<file path="src/hdl/sfcs_pkg.sv">
// Shared types, codes and result builders for the SPI NOR flash command sequencer.
package sfcs_pkg;

  typedef struct packed {
    logic [2:0]  command;
    logic [23:0] flash_address;
    logic [7:0]  write_byte;
    logic [7:0]  spi_rx_byte;
  } in_item_t;

  typedef struct packed {
    logic [1:0] result_kind;
    logic [7:0] spi_tx_byte;
    logic       frame_end;
    logic [7:0] host_byte;
    logic       last;
  } out_item_t;

  typedef struct packed {
    logic [1:0] count;
    out_item_t  first;
    out_item_t  second;
  } seq_res_t;

  typedef enum logic [3:0] {
    PH_IDLE,
    PH_ID,
    PH_WREN,
    PH_HDR,
    PH_RDATA,
    PH_WDATA,
    PH_POLL_CMD,
    PH_POLL_RD
  } phase_t;

  typedef enum logic [1:0] {
    OP_ID,
    OP_READ,
    OP_WRITE,
    OP_ERASE
  } op_t;

  localparam logic [2:0] CMD_READ_ID  = 3'd0;
  localparam logic [2:0] CMD_READ     = 3'd1;
  localparam logic [2:0] CMD_WRITE    = 3'd2;
  localparam logic [2:0] CMD_ERASE    = 3'd3;
  localparam logic [2:0] CMD_SPI_DONE = 3'd4;

  localparam logic [1:0] KIND_SPI  = 2'd0;
  localparam logic [1:0] KIND_HOST = 2'd1;
  localparam logic [1:0] KIND_DONE = 2'd2;
  localparam logic [1:0] KIND_BUSY = 2'd3;

  localparam logic REG_BURST = 1'b0;
  localparam logic REG_ERASE = 1'b1;

  localparam logic [7:0] OPC_RDID  = 8'h9F;
  localparam logic [7:0] OPC_READ  = 8'h03;
  localparam logic [7:0] OPC_WREN  = 8'h06;
  localparam logic [7:0] OPC_PROG  = 8'h02;
  localparam logic [7:0] OPC_RDSR  = 8'h05;
  localparam logic [7:0] DUMMY     = 8'h00;

  localparam logic [8:0] BURST_RESET = 9'd16;
  localparam logic [8:0] BURST_MAX   = 9'd256;
  localparam logic [7:0] ERASE_RESET = 8'h20;

  function automatic out_item_t mk_spi(input logic [7:0] tx, input logic fe);
    out_item_t r;
    r = '0;
    r.result_kind = KIND_SPI;
    r.spi_tx_byte = tx;
    r.frame_end   = fe;
    return r;
  endfunction

  function automatic out_item_t mk_host(input logic [7:0] b);
    out_item_t r;
    r = '0;
    r.result_kind = KIND_HOST;
    r.host_byte   = b;
    return r;
  endfunction

  function automatic out_item_t mk_done(input logic fe);
    out_item_t r;
    r = '0;
    r.result_kind = KIND_DONE;
    r.frame_end   = fe;
    return r;
  endfunction

  function automatic out_item_t mk_busy();
    out_item_t r;
    r = '0;
    r.result_kind = KIND_BUSY;
    return r;
  endfunction

endpackage

</file>
<file path="src/hdl/sfcs_rfifo.sv">
// Result queue taking up to two beats per cycle and handing out one per cycle while out_stall is low.
module sfcs_rfifo import sfcs_pkg::*; #(
  parameter int DEPTH = 4
) (
  input  logic       clk,
  input  logic       rst,
  input  logic [1:0] push_count,
  input  out_item_t  push_first,
  input  out_item_t  push_second,
  output logic       room,
  output logic       out_valid,
  input  logic       out_stall,
  output out_item_t  out_data
);

  localparam int PW = $clog2(DEPTH);
  localparam int CW = $clog2(DEPTH + 1);

  out_item_t         slots [DEPTH];
  logic [PW-1:0]     rd_ptr;
  logic [PW-1:0]     wr_ptr;
  logic [PW-1:0]     wr_ptr_1;
  logic [PW-1:0]     wr_ptr_next;
  logic [CW-1:0]     count;
  logic              pop;

  function automatic logic [PW-1:0] ptr_inc(input logic [PW-1:0] p);
    return (p == PW'(DEPTH - 1)) ? '0 : p + PW'(1);
  endfunction

  assign wr_ptr_1  = ptr_inc(wr_ptr);
  assign out_valid = (count != '0);
  assign out_data  = slots[rd_ptr];
  assign pop       = out_valid && !out_stall;
  assign room      = (count <= CW'(DEPTH - 2));

  always_comb begin
    case (push_count)
      2'd1:    wr_ptr_next = wr_ptr_1;
      2'd2:    wr_ptr_next = ptr_inc(wr_ptr_1);
      default: wr_ptr_next = wr_ptr;
    endcase
  end

  always_ff @(posedge clk) begin
    if (push_count != 2'd0) slots[wr_ptr] <= push_first;
    if (push_count == 2'd2) slots[wr_ptr_1] <= push_second;
  end

  always_ff @(posedge clk) begin
    if (rst) begin
      rd_ptr <= '0;
      wr_ptr <= '0;
      count  <= '0;
    end else begin
      wr_ptr <= wr_ptr_next;
      if (pop) rd_ptr <= ptr_inc(rd_ptr);
      count <= count + CW'(push_count) - CW'(pop);
    end
  end

endmodule

</file>
<file path="src/hdl/sfcs_core.sv">
// Sequencer state and per-item result decision.
module sfcs_core import sfcs_pkg::*; #(
  parameter int ADDR_BITS = 24
) (
  input  logic       clk,
  input  logic       rst,
  input  logic       go,
  input  in_item_t   item,
  input  logic [8:0] burst_len,
  input  logic [7:0] erase_op,
  output seq_res_t   res
);

  localparam int AB_RAW = (ADDR_BITS + 7) / 8;
  localparam int AB_CLAMP = (AB_RAW < 1) ? 1 : ((AB_RAW > 4) ? 4 : AB_RAW);
  localparam logic [8:0] ADDR_BYTES = 9'(AB_CLAMP);

  phase_t      phase, phase_next;
  op_t         operation, operation_next;
  logic [8:0]  byte_count, byte_count_next;
  logic [23:0] held_address, held_address_next;
  logic [7:0]  held_data, held_data_next;

  logic [8:0]  burst;
  logic [1:0]  sel;
  logic [7:0]  addr_byte;
  logic        busy;
  logic        is_req;
  logic        is_spi;

  assign busy   = (phase != PH_IDLE);
  assign is_req = !item.command[2];
  assign is_spi = (item.command == CMD_SPI_DONE);

  always_comb begin
    if (burst_len == 9'd0) burst = 9'd1;
    else if (burst_len > BURST_MAX) burst = BURST_MAX;
    else burst = burst_len;
  end

  assign sel = byte_count[1:0] - 2'd1;

  always_comb begin
    case (sel)
      2'd0:    addr_byte = held_address[7:0];
      2'd1:    addr_byte = held_address[15:8];
      2'd2:    addr_byte = held_address[23:16];
      default: addr_byte = 8'h00;
    endcase
  end

  always_comb begin
    phase_next        = phase;
    operation_next    = operation;
    byte_count_next   = byte_count;
    held_address_next = held_address;
    held_data_next    = held_data;
    if (go && is_req && !busy) begin
      operation_next    = op_t'(item.command[1:0]);
      held_address_next = item.flash_address;
      held_data_next    = item.write_byte;
      unique case (item.command)
        CMD_READ_ID: begin
          byte_count_next = 9'd0;
          phase_next      = PH_ID;
        end
        CMD_READ: begin
          byte_count_next = ADDR_BYTES;
          phase_next      = PH_HDR;
        end
        default: begin
          byte_count_next = 9'd0;
          phase_next      = PH_WREN;
        end
      endcase
    end else if (go && is_spi && busy) begin
      unique case (phase)
        PH_ID: begin
          if (byte_count < 9'd3) byte_count_next = byte_count + 9'd1;
          else phase_next = PH_IDLE;
        end
        PH_WREN: begin
          byte_count_next = ADDR_BYTES;
          phase_next      = PH_HDR;
        end
        PH_HDR: begin
          if (byte_count != 9'd0) begin
            byte_count_next = byte_count - 9'd1;
          end else if (operation == OP_READ) begin
            byte_count_next = burst;
            phase_next      = PH_RDATA;
          end else if (operation == OP_WRITE) begin
            phase_next = PH_WDATA;
          end else begin
            phase_next = PH_POLL_CMD;
          end
        end
        PH_RDATA: begin
          if (byte_count > 9'd1) begin
            byte_count_next = byte_count - 9'd1;
          end else begin
            byte_count_next = 9'd0;
            phase_next      = PH_IDLE;
          end
        end
        PH_WDATA:    phase_next = PH_POLL_CMD;
        PH_POLL_CMD: phase_next = PH_POLL_RD;
        PH_POLL_RD:  phase_next = item.spi_rx_byte[0] ? PH_POLL_CMD : PH_IDLE;
        default:     phase_next = PH_IDLE;
      endcase
    end
  end

  always_comb begin
    res = '0;
    if (is_req) begin
      res.count = 2'd1;
      if (busy) begin
        res.first = mk_busy();
      end else begin
        unique case (item.command)
          CMD_READ_ID: res.first = mk_spi(OPC_RDID, 1'b0);
          CMD_READ:    res.first = mk_spi(OPC_READ, 1'b0);
          default:     res.first = mk_spi(OPC_WREN, 1'b1);
        endcase
      end
    end else if (is_spi && busy) begin
      unique case (phase)
        PH_ID: begin
          if (byte_count == 9'd0) begin
            res.count = 2'd1;
            res.first = mk_spi(DUMMY, 1'b0);
          end else if (byte_count < 9'd3) begin
            res.count  = 2'd2;
            res.first  = mk_host(item.spi_rx_byte);
            res.second = mk_spi(DUMMY, byte_count == 9'd2);
          end else begin
            res.count  = 2'd2;
            res.first  = mk_host(item.spi_rx_byte);
            res.second = mk_done(1'b0);
          end
        end
        PH_WREN: begin
          res.count = 2'd1;
          res.first = mk_spi((operation == OP_ERASE) ? erase_op : OPC_PROG, 1'b0);
        end
        PH_HDR: begin
          res.count = 2'd1;
          if (byte_count != 9'd0)
            res.first = mk_spi(addr_byte, (byte_count == 9'd1) && (operation == OP_ERASE));
          else if (operation == OP_READ)
            res.first = mk_spi(DUMMY, burst == 9'd1);
          else if (operation == OP_WRITE)
            res.first = mk_spi(held_data, 1'b1);
          else
            res.first = mk_spi(OPC_RDSR, 1'b0);
        end
        PH_RDATA: begin
          res.count = 2'd2;
          res.first = mk_host(item.spi_rx_byte);
          if (byte_count > 9'd1) res.second = mk_spi(DUMMY, byte_count == 9'd2);
          else res.second = mk_done(1'b0);
        end
        PH_WDATA: begin
          res.count = 2'd1;
          res.first = mk_spi(OPC_RDSR, 1'b0);
        end
        PH_POLL_CMD: begin
          res.count = 2'd1;
          res.first = mk_spi(DUMMY, 1'b0);
        end
        PH_POLL_RD: begin
          res.count = 2'd1;
          if (item.spi_rx_byte[0]) res.first = mk_spi(OPC_RDSR, 1'b0);
          else res.first = mk_done(1'b1);
        end
        default: res.count = 2'd0;
      endcase
    end
    if (res.count == 2'd1) res.first.last = 1'b1;
    if (res.count == 2'd2) res.second.last = 1'b1;
  end

  always_ff @(posedge clk) begin
    if (rst) begin
      phase        <= PH_IDLE;
      operation    <= OP_ID;
      byte_count   <= '0;
      held_address <= '0;
      held_data    <= '0;
    end else begin
      phase        <= phase_next;
      operation    <= operation_next;
      byte_count   <= byte_count_next;
      held_address <= held_address_next;
      held_data    <= held_data_next;
    end
  end

endmodule

</file>
<file path="src/hdl/spi_nor_flash_command_sequencer.sv">
// Top level of the SPI NOR flash command sequencer: register port, sequencer core, result queue.
// Each input beat is a host request (read ID, read, write byte, sector erase) or the
// completion of one SPI byte; it is decided in the cycle it is accepted and yields zero,
// one or two result beats (SPI byte to send, host data byte, done, or busy reject), which
// enter a four-entry result queue. An input beat can be taken every cycle while the queue
// has two free entries; the queue drains one beat per cycle while out_stall is low, so a
// stream of items that each give two results is held back by in_stall. Write read_burst_length (offset 0)
// and erase_opcode (offset 4) only while no operation is in progress.
module spi_nor_flash_command_sequencer import sfcs_pkg::*; #(
  parameter int ADDR_BITS = 24
) (
  input  logic        clk,
  input  logic        rst,
  input  logic        in_valid,
  output logic        in_stall,
  input  in_item_t    in_data,
  output logic        out_valid,
  input  logic        out_stall,
  output out_item_t   out_data,
  input  logic        psel,
  input  logic        penable,
  input  logic        pwrite,
  input  logic [2:0]  paddr,
  input  logic [31:0] pwdata,
  output logic [31:0] prdata,
  output logic        pready
);

  localparam int   QDEPTH    = 4;

  logic [8:0] read_burst_length;
  logic [7:0] erase_opcode;
  logic       cfg_write;
  logic       in_accept;
  logic       room;
  logic [1:0] push_count;
  seq_res_t   res;

  assign pready    = 1'b1;
  assign cfg_write = psel && penable && pwrite && pready;

  always_comb begin
    unique case (paddr[2])
      REG_BURST: prdata = {23'd0, read_burst_length};
      REG_ERASE: prdata = {24'd0, erase_opcode};
      default:   prdata = '0;
    endcase
  end

  always_ff @(posedge clk) begin
    if (rst) begin
      read_burst_length <= BURST_RESET;
      erase_opcode      <= ERASE_RESET;
    end else if (cfg_write) begin
      if (paddr[2] == REG_BURST) read_burst_length <= pwdata[8:0];
      else erase_opcode <= pwdata[7:0];
    end
  end

  assign in_stall   = !room;
  assign in_accept  = in_valid && !in_stall;
  assign push_count = in_accept ? res.count : 2'd0;

  sfcs_core #(
    .ADDR_BITS (ADDR_BITS)
  ) u_core (
    .clk       (clk),
    .rst       (rst),
    .go        (in_accept),
    .item      (in_data),
    .burst_len (read_burst_length),
    .erase_op  (erase_opcode),
    .res       (res)
  );

  sfcs_rfifo #(
    .DEPTH (QDEPTH)
  ) u_rfifo (
    .clk         (clk),
    .rst         (rst),
    .push_count  (push_count),
    .push_first  (res.first),
    .push_second (res.second),
    .room        (room),
    .out_valid   (out_valid),
    .out_stall   (out_stall),
    .out_data    (out_data)
  );

  a_result_queued: assert property (@(posedge clk) disable iff (rst)
    (in_accept && res.count != 2'd0) |=> out_valid)
    else $error("accepted item with results left the queue empty");

  a_last_on_final: assert property (@(posedge clk) disable iff (rst)
    (res.count == 2'd2) |-> (res.second.last && !res.first.last))
    else $error("last not on the final result of a two-beat item");

  a_single_last: assert property (@(posedge clk) disable iff (rst)
    (res.count == 2'd1) |-> res.first.last)
    else $error("single result not marked last");

  a_reset_empty: assert property (@(posedge clk)
    rst |=> !out_valid)
    else $error("result queue not empty after reset");

endmodule

</file>
<file path="config.mk">
export PLATFORM = sky130hd
export DESIGN_NAME = spi_nor_flash_command_sequencer
export DESIGN_NICKNAME = d
export VERILOG_FILES = /design/src/hdl/sfcs_pkg.sv /design/src/hdl/sfcs_rfifo.sv /design/src/hdl/sfcs_core.sv /design/src/hdl/spi_nor_flash_command_sequencer.sv
export SDC_FILE = /design/constraint.sdc
export NUM_CORES = 1
export LEC_CHECK = 0
export ABC_AREA = 1
export BUFFER_PORTS_ARGS = -buffer_cell sky130_fd_sc_hd__clkbuf_2
export CORE_AREA = 2 2 135 104
export DETAILED_ROUTE_END_ITERATION = 6
export DIE_AREA = 0 0 137 106
export GPL_ROUTABILITY_DRIVEN = 0
export PLACE_DENSITY = 0.93
export SLEW_MARGIN = 5
export SYNTH_ARGS = -nofsm -noshare
export SYNTH_HDL_FRONTEND = slang
export SYNTH_SLANG_ARGS = --single-unit
</file>
<file path="constraint.sdc">
create_clock -name clk -period 6.7 [get_ports clk]
set_input_delay 0.67 -clock clk [delete_from_list [all_inputs] [get_ports clk]]
set_output_delay 0.67 -clock clk [all_outputs]
set_load 0.02 [all_outputs]
</file>
* After elaboration in Yosys (flattened, before gate mapping)
Memory sizes are Yosys's and may differ from the RTL's. A register that Yosys moved wholly into a read port is not among the register bits.
Cells that the tools add are included.
** Word-level totals
- Flip-flop bits (word level) :: 71
- Bits in latches :: 0
- Memory bits (writable) :: 80
- Bits in read-only memories :: 0
- Bits of input ports :: 85
- Output and inout bits :: 55
- Logic and storage cells :: 135
- Memories :: 1
** Memory list
- u_rfifo.slots :: depth 4, width 20, rd ports 1, clocked after memory_dff 1, wr ports 2, line sfcs_rfifo.sv:19 : out_item_t slots [DEPTH];
** Operators by class
- Add/sub/neg operators :: 8
- $mul :: 0
- Div/mod/pow operators :: 0
- Magnitude comparators :: 4
- Eq/ne operators :: 29
- Shift-type cells :: 0
- Mux-type cells :: 52
- Bitwise logic cells :: 1
- Reductions and logical operators :: 30
** Operator list (count)
- $mux 20 :: 7
- $pmux 20 s6 :: 1
- $mux 9 :: 8
- $pmux 32 s2 :: 1
- $mux 22 :: 2
- $mux 42 :: 1
- $pmux 20 s2 :: 1
- $mux 18 :: 2
- $pmux 18 s2 :: 1
- $pmux 9 s4 :: 1
- $pmux 4 s7 :: 1
- $mux 4 :: 6
- $pmux 8 s3 :: 1
- $eq 9x1->1 const B :: 2
- $logic_not 9->1 :: 2
- $eq 2x2->1 const B :: 8
- $eq 4x3->1 const B :: 4
- $mux 2 :: 8
- $logic_and 1x1->1 :: 10
- $add 9x1->9 const B :: 1
- $eq 9x2->1 const B :: 1
- $gt 9x1->1 const B :: 1
- $gt 9x9->1 const B :: 1
- $lt 9x2->1 const B :: 1
- 31 further kinds :: 52

* Logic depth before layout (Yosys ltp)
- Depth in word-level cells :: 13
- Gate-level depth with buffers :: 18
- Mapped depth without buffers :: 17

* Modules after synthesis
Synthesis repeated with hierarchy kept, for this count alone.
** Second synthesis, totals
- Cell total of the unflattened synthesis :: 1162
- Area, all modules :: 8942.3 um^2
** By module, submodules not included
- sfcs_rfifo :: times used 1, cells each 473, area each 4578.1 um^2, seq. area each 2582.5 um^2
- sfcs_core :: times used 1, cells each 525, area each 3301.9 um^2, seq. area each 920.9 um^2
- spi_nor_flash_command_sequencer :: times used 1, cells each 164, area each 1062.3 um^2, seq. area each 340.3 um^2

* Worst setup path after synthesis
No wires, ideal clock.
- Path type :: input-to-reg
- Start point :: in in_data[41] (netlist bit)
- End point :: mem u_rfifo.slots[3][0] (netlist bit) (enable)
- Library setup time :: 0.264 ns
- Arrival :: 2.659 ns
- Required time :: 6.436 ns
- Setup slack :: 3.777 ns
- Stages on the path :: 14
- Path buffers :: 1
- Cells stage by stage :: nor2_1 -> nand2_1 -> nor2_2 -> inv_2 -> nor2_1 -> a21oi_1 -> nor2_1 -> inv_1 -> ha_1 -> nand2_1 -> inv_1 -> nor2_1 -> clkbuf_1 -> inv_1
** RTL lines
- start: declaration :: line spi_nor_flash_command_sequencer.sv:16 : input in_item_t in_data,
- end: declaration :: line sfcs_rfifo.sv:19

==> impl_metrics.ini <==
[run_status]
status = completed

[critical_path]
critPathLaunchType = flop
worstPathCellList = inv_1 -> ha_1 -> nand2_1 -> nor2_1 -> nand2_1 -> nand2_1 -> a21oi_4 -> inv_2 -> nor2_1 -> inv_1 -> ha_1 -> inv_1 -> nand2_1 -> nor2_1 -> inv_1 -> o22ai_1
crit_buf_inv = 5
worstPathRequired_ns = 6.97
critPathArrivalTime_ns = 4.33
critPathMaxStageDelay_ns = 0.59
cp.depth = 16
critical_path_class = reg -> reg
cpLargestDelayFamily = simple AND/OR/NAND/NOR gates
cp-end-kind = flop
crit_path_top_delay_cell = nor2_1
critical_path_peak_fanout = 13
rr_worst_depth = 16

[synthesis]
synth.avg_cell_area_um2 = 7.04
syn-cell-area_um2 = 7710
ys_types = 40
synth.ff_latch_count = 152
yosysSeqAreaShare_pct = 41.0
yosysTopAreaCellShare_pct = 36.4
yosysWarnings = 0
synthCells = 1095
synth_area_leaders = dfxtp_1 (36%), nand2_1 (13%), o21ai_0 (9.4%), nor2_1 (7.6%), edfxtp_1 (4.7%)
yosys.area.top_type = dfxtp_1

[global_routing]
grtUsageTotal_pct = 29.3
gr-total-overflow = 0
grt_first_pass_wirelength_mm = 33.8
grt_pass1_vias = 7036
antenna_found_initial = 0
grt_max_degree = 54

[layout]
nets = 1270
syn_to_final_growth_pct = 13.4
fin_util_pct = 65.6
final_area_um2 = 8740
drive_gt1_share_pct = 14.6
diodes = 0
final_cell_count_no_fill = 1350

[power]
power.switching_mw = 1.07
total_power_mw = 2.95
leakagePower_nw = 4.01
pwr-share-comb_pct = 28.0
p_seq_share_pct = 37.7
vdd_ir_drop_max_mv = 0.233
p_sw_share_pct = 36.3
clkPwrFrac_pct = 34.3
p_int_mw = 1.88
power.density_nw_per_um2 = 338

[cts]
clk_latency_ns = 0.43
cts_resized = 0
clockBufferDepth = 2
clk_pin_slew_worst_paths_ns = 0.06
cts-buffers-inserted = 17
ctsHtreeMaxLevel = 4
cts.sink_count = 152
cts_hold_buf = 0
root_buffer = clkbuf_16
tritoncts = built
cts_setup_buffers = 0

[routing]
wl_per_cell_um = 15.4
first_pass_iters = 6
drt_iter0_drc = 1176
antenna_left = 0
drc = 0
finalWirelength_mm = 20.8
viasPerCell = 5.70
num_vias = 7690

[place]
place_ws_ns = 2.57
dpl_cell_area_um2 = 8120
hpwl_mm = 13.8
port_buffers = 90
dpl.cell_count = 1318

[job]
max_cap_viol_count = 0

[hold_path]
hold_path_depth = 2
hold_class = reg -> reg

[sta]
drv_slew = 0
max_clock_freq_mhz = 246
clock_skew_ns = 0.00733
fin_crit_sh_pct = 60.7
period_needed_ns = 4.06
setup_ws_ns = 2.64
hold_viol = 0
finalSetupTns_ns = 0
setup_viol = 0
tightest_slew_ns = 1.15
hold_slack_ns = 0.451
max_slew_margin_pct = 23.5
rsz0062_at_grt = no

[floorplan]
coreArea_um2 = 13300
die_h_um = 106
io_pins = 140
start_util_pct = 57.8
dieWidth_um = 137
dieArea_um2 = 14500
rows = 37
==> metal layers <==
metal / wire length, um / share of wire (%) / up-vias / track usage (%)
met2: 9340 / 45 / 471 / 45.9
li1: - / - / 3636 / -
met3: 2170 / 10 / 76 / 6.58
met1: 8590 / 41 / 3507 / 38.9
met4: 680 / 3.3 / 0 / 12.2
met5: 0 / 0 / - / 0
==> layout by cell type (no fill, tap or decap), types with 4 or more instances in the layout <==
cell       count
inv_1         74
clkinv_4       4
dfxtp_1      140
clkbuf_16     18
o22ai_1       30
xor2_1         9
nand2_1      271
inv_6          5
nor2_1       157
clkbuf_2      90
o21ai_1       25
nor2_4         6
o21ai_0      145
conb_1        24
nand3_1       35
a21oi_1       44
o211ai_2       5
nand2_2        5
nor3_1         4
inv_2         13
nor2_2         5
edfxtp_1      12
ha_1          22
==> worst register-to-register path: stages, from the launching register on <==
cell     delay (ns)
dfxtp_1        0.47
inv_1          0.19
ha_1           0.34
nand2_1        0.10
nor2_1         0.05
nand2_1        0.18
nand2_1        0.15
a21oi_4        0.34
inv_2          0.12
nor2_1         0.17
inv_1          0.10
ha_1           0.20
inv_1          0.09
nand2_1        0.08
nor2_1         0.59
inv_1          0.47
o22ai_1        0.27
==> path summary, 6_finish.rpt <==
| check | to | startpoint | slack (ns) |
|---|---|---|---|
| min reg2reg | u_rfifo.slots[1][13]$_SDFFE_PP0P_ | u_rfifo.slots[1][13]$_SDFFE_PP0P_ | 0.45 |
| max reg2reg | u_rfifo.slots[0][19]$_DFFE_PP_ | u_core.byte_count[0]$_SDFFE_PP0P_ | 2.64 |
| max | u_rfifo.slots[0][19]$_DFFE_PP_ | u_core.byte_count[0]$_SDFFE_PP0P_ | 2.64 |
| min | u_rfifo.slots[1][13]$_SDFFE_PP0P_ | u_rfifo.slots[1][13]$_SDFFE_PP0P_ | 0.45 |
==> cell type report <==
cell class                 instances  area (um2)
timing repair buffer              93         473
clock inverter                    12         153
clock buffer                      20         468
multi-input combinational        806        3920
tap                              175         219
fill                            1056        4590
inverter                          92         352
sequential                       152        3160
==> registers in the layout, summed over array words and instances (netlist names), named ones only <==
| name | count |
|---|---|
| u_rfifo.slots | 80 |
| u_core.held_address | 24 |
| read_burst_length | 9 |
| u_core.byte_count | 9 |
| erase_opcode | 8 |
| u_core.held_data | 8 |
| u_core.phase | 3 |
| u_rfifo.count | 3 |
| u_core.operation | 2 |
| u_rfifo.rd_ptr | 2 |
| u_rfifo.wr_ptr | 2 |
==> power groups by stage <==
| stage | clock network, mW | registers (mW) | logic (mW) |
|---|---|---|---|
| 2_1_floorplan | 0 | 1.10 | 0.603 |
| 3_3_place_gp | 0 | 1.12 | 0.770 |
| 3_5_place_dp | 0 | 1.13 | 0.795 |
| 4_1_cts | 1.01 | 1.11 | 0.811 |
| 5_1_grt | 1.05 | 1.12 | 0.910 |
| 6_report | 1.01 | 1.11 | 0.826 |
==> synth_stat cells (all sizes together) <==
cell type  instances
fa                 1
clkbuf            35
ha                22
edfxtp            12
nor3               5
nor2             168
a31oi              1
inv               87
o21a               1
o21ai            170
nand2            278
o22ai             30
xor2               9
or2                1
nand3             38
o221ai             1
dfxtp            140
xnor2              2
a21oi             48
o211ai             6
o211a              1
buf               32
clkinv             5
conb               2
==> logic make-up (layout without fill, tap and decap cells) <==
family / count (synthesis) / in the layout / synth area share, %
other cells: 2 / 24 / 0.0974
compound gates: 258 / 258 / 18.3
simple gates: 490 / 490 / 26.2
flops: 152 / 152 / 41.0
xor+xnor: 11 / 11 / 1.25
buf+inv: 159 / 217 / 9.27
fa+ha+maj: 23 / 23 / 3.83
No activity file was read; power rests on OpenSTA's default activity.
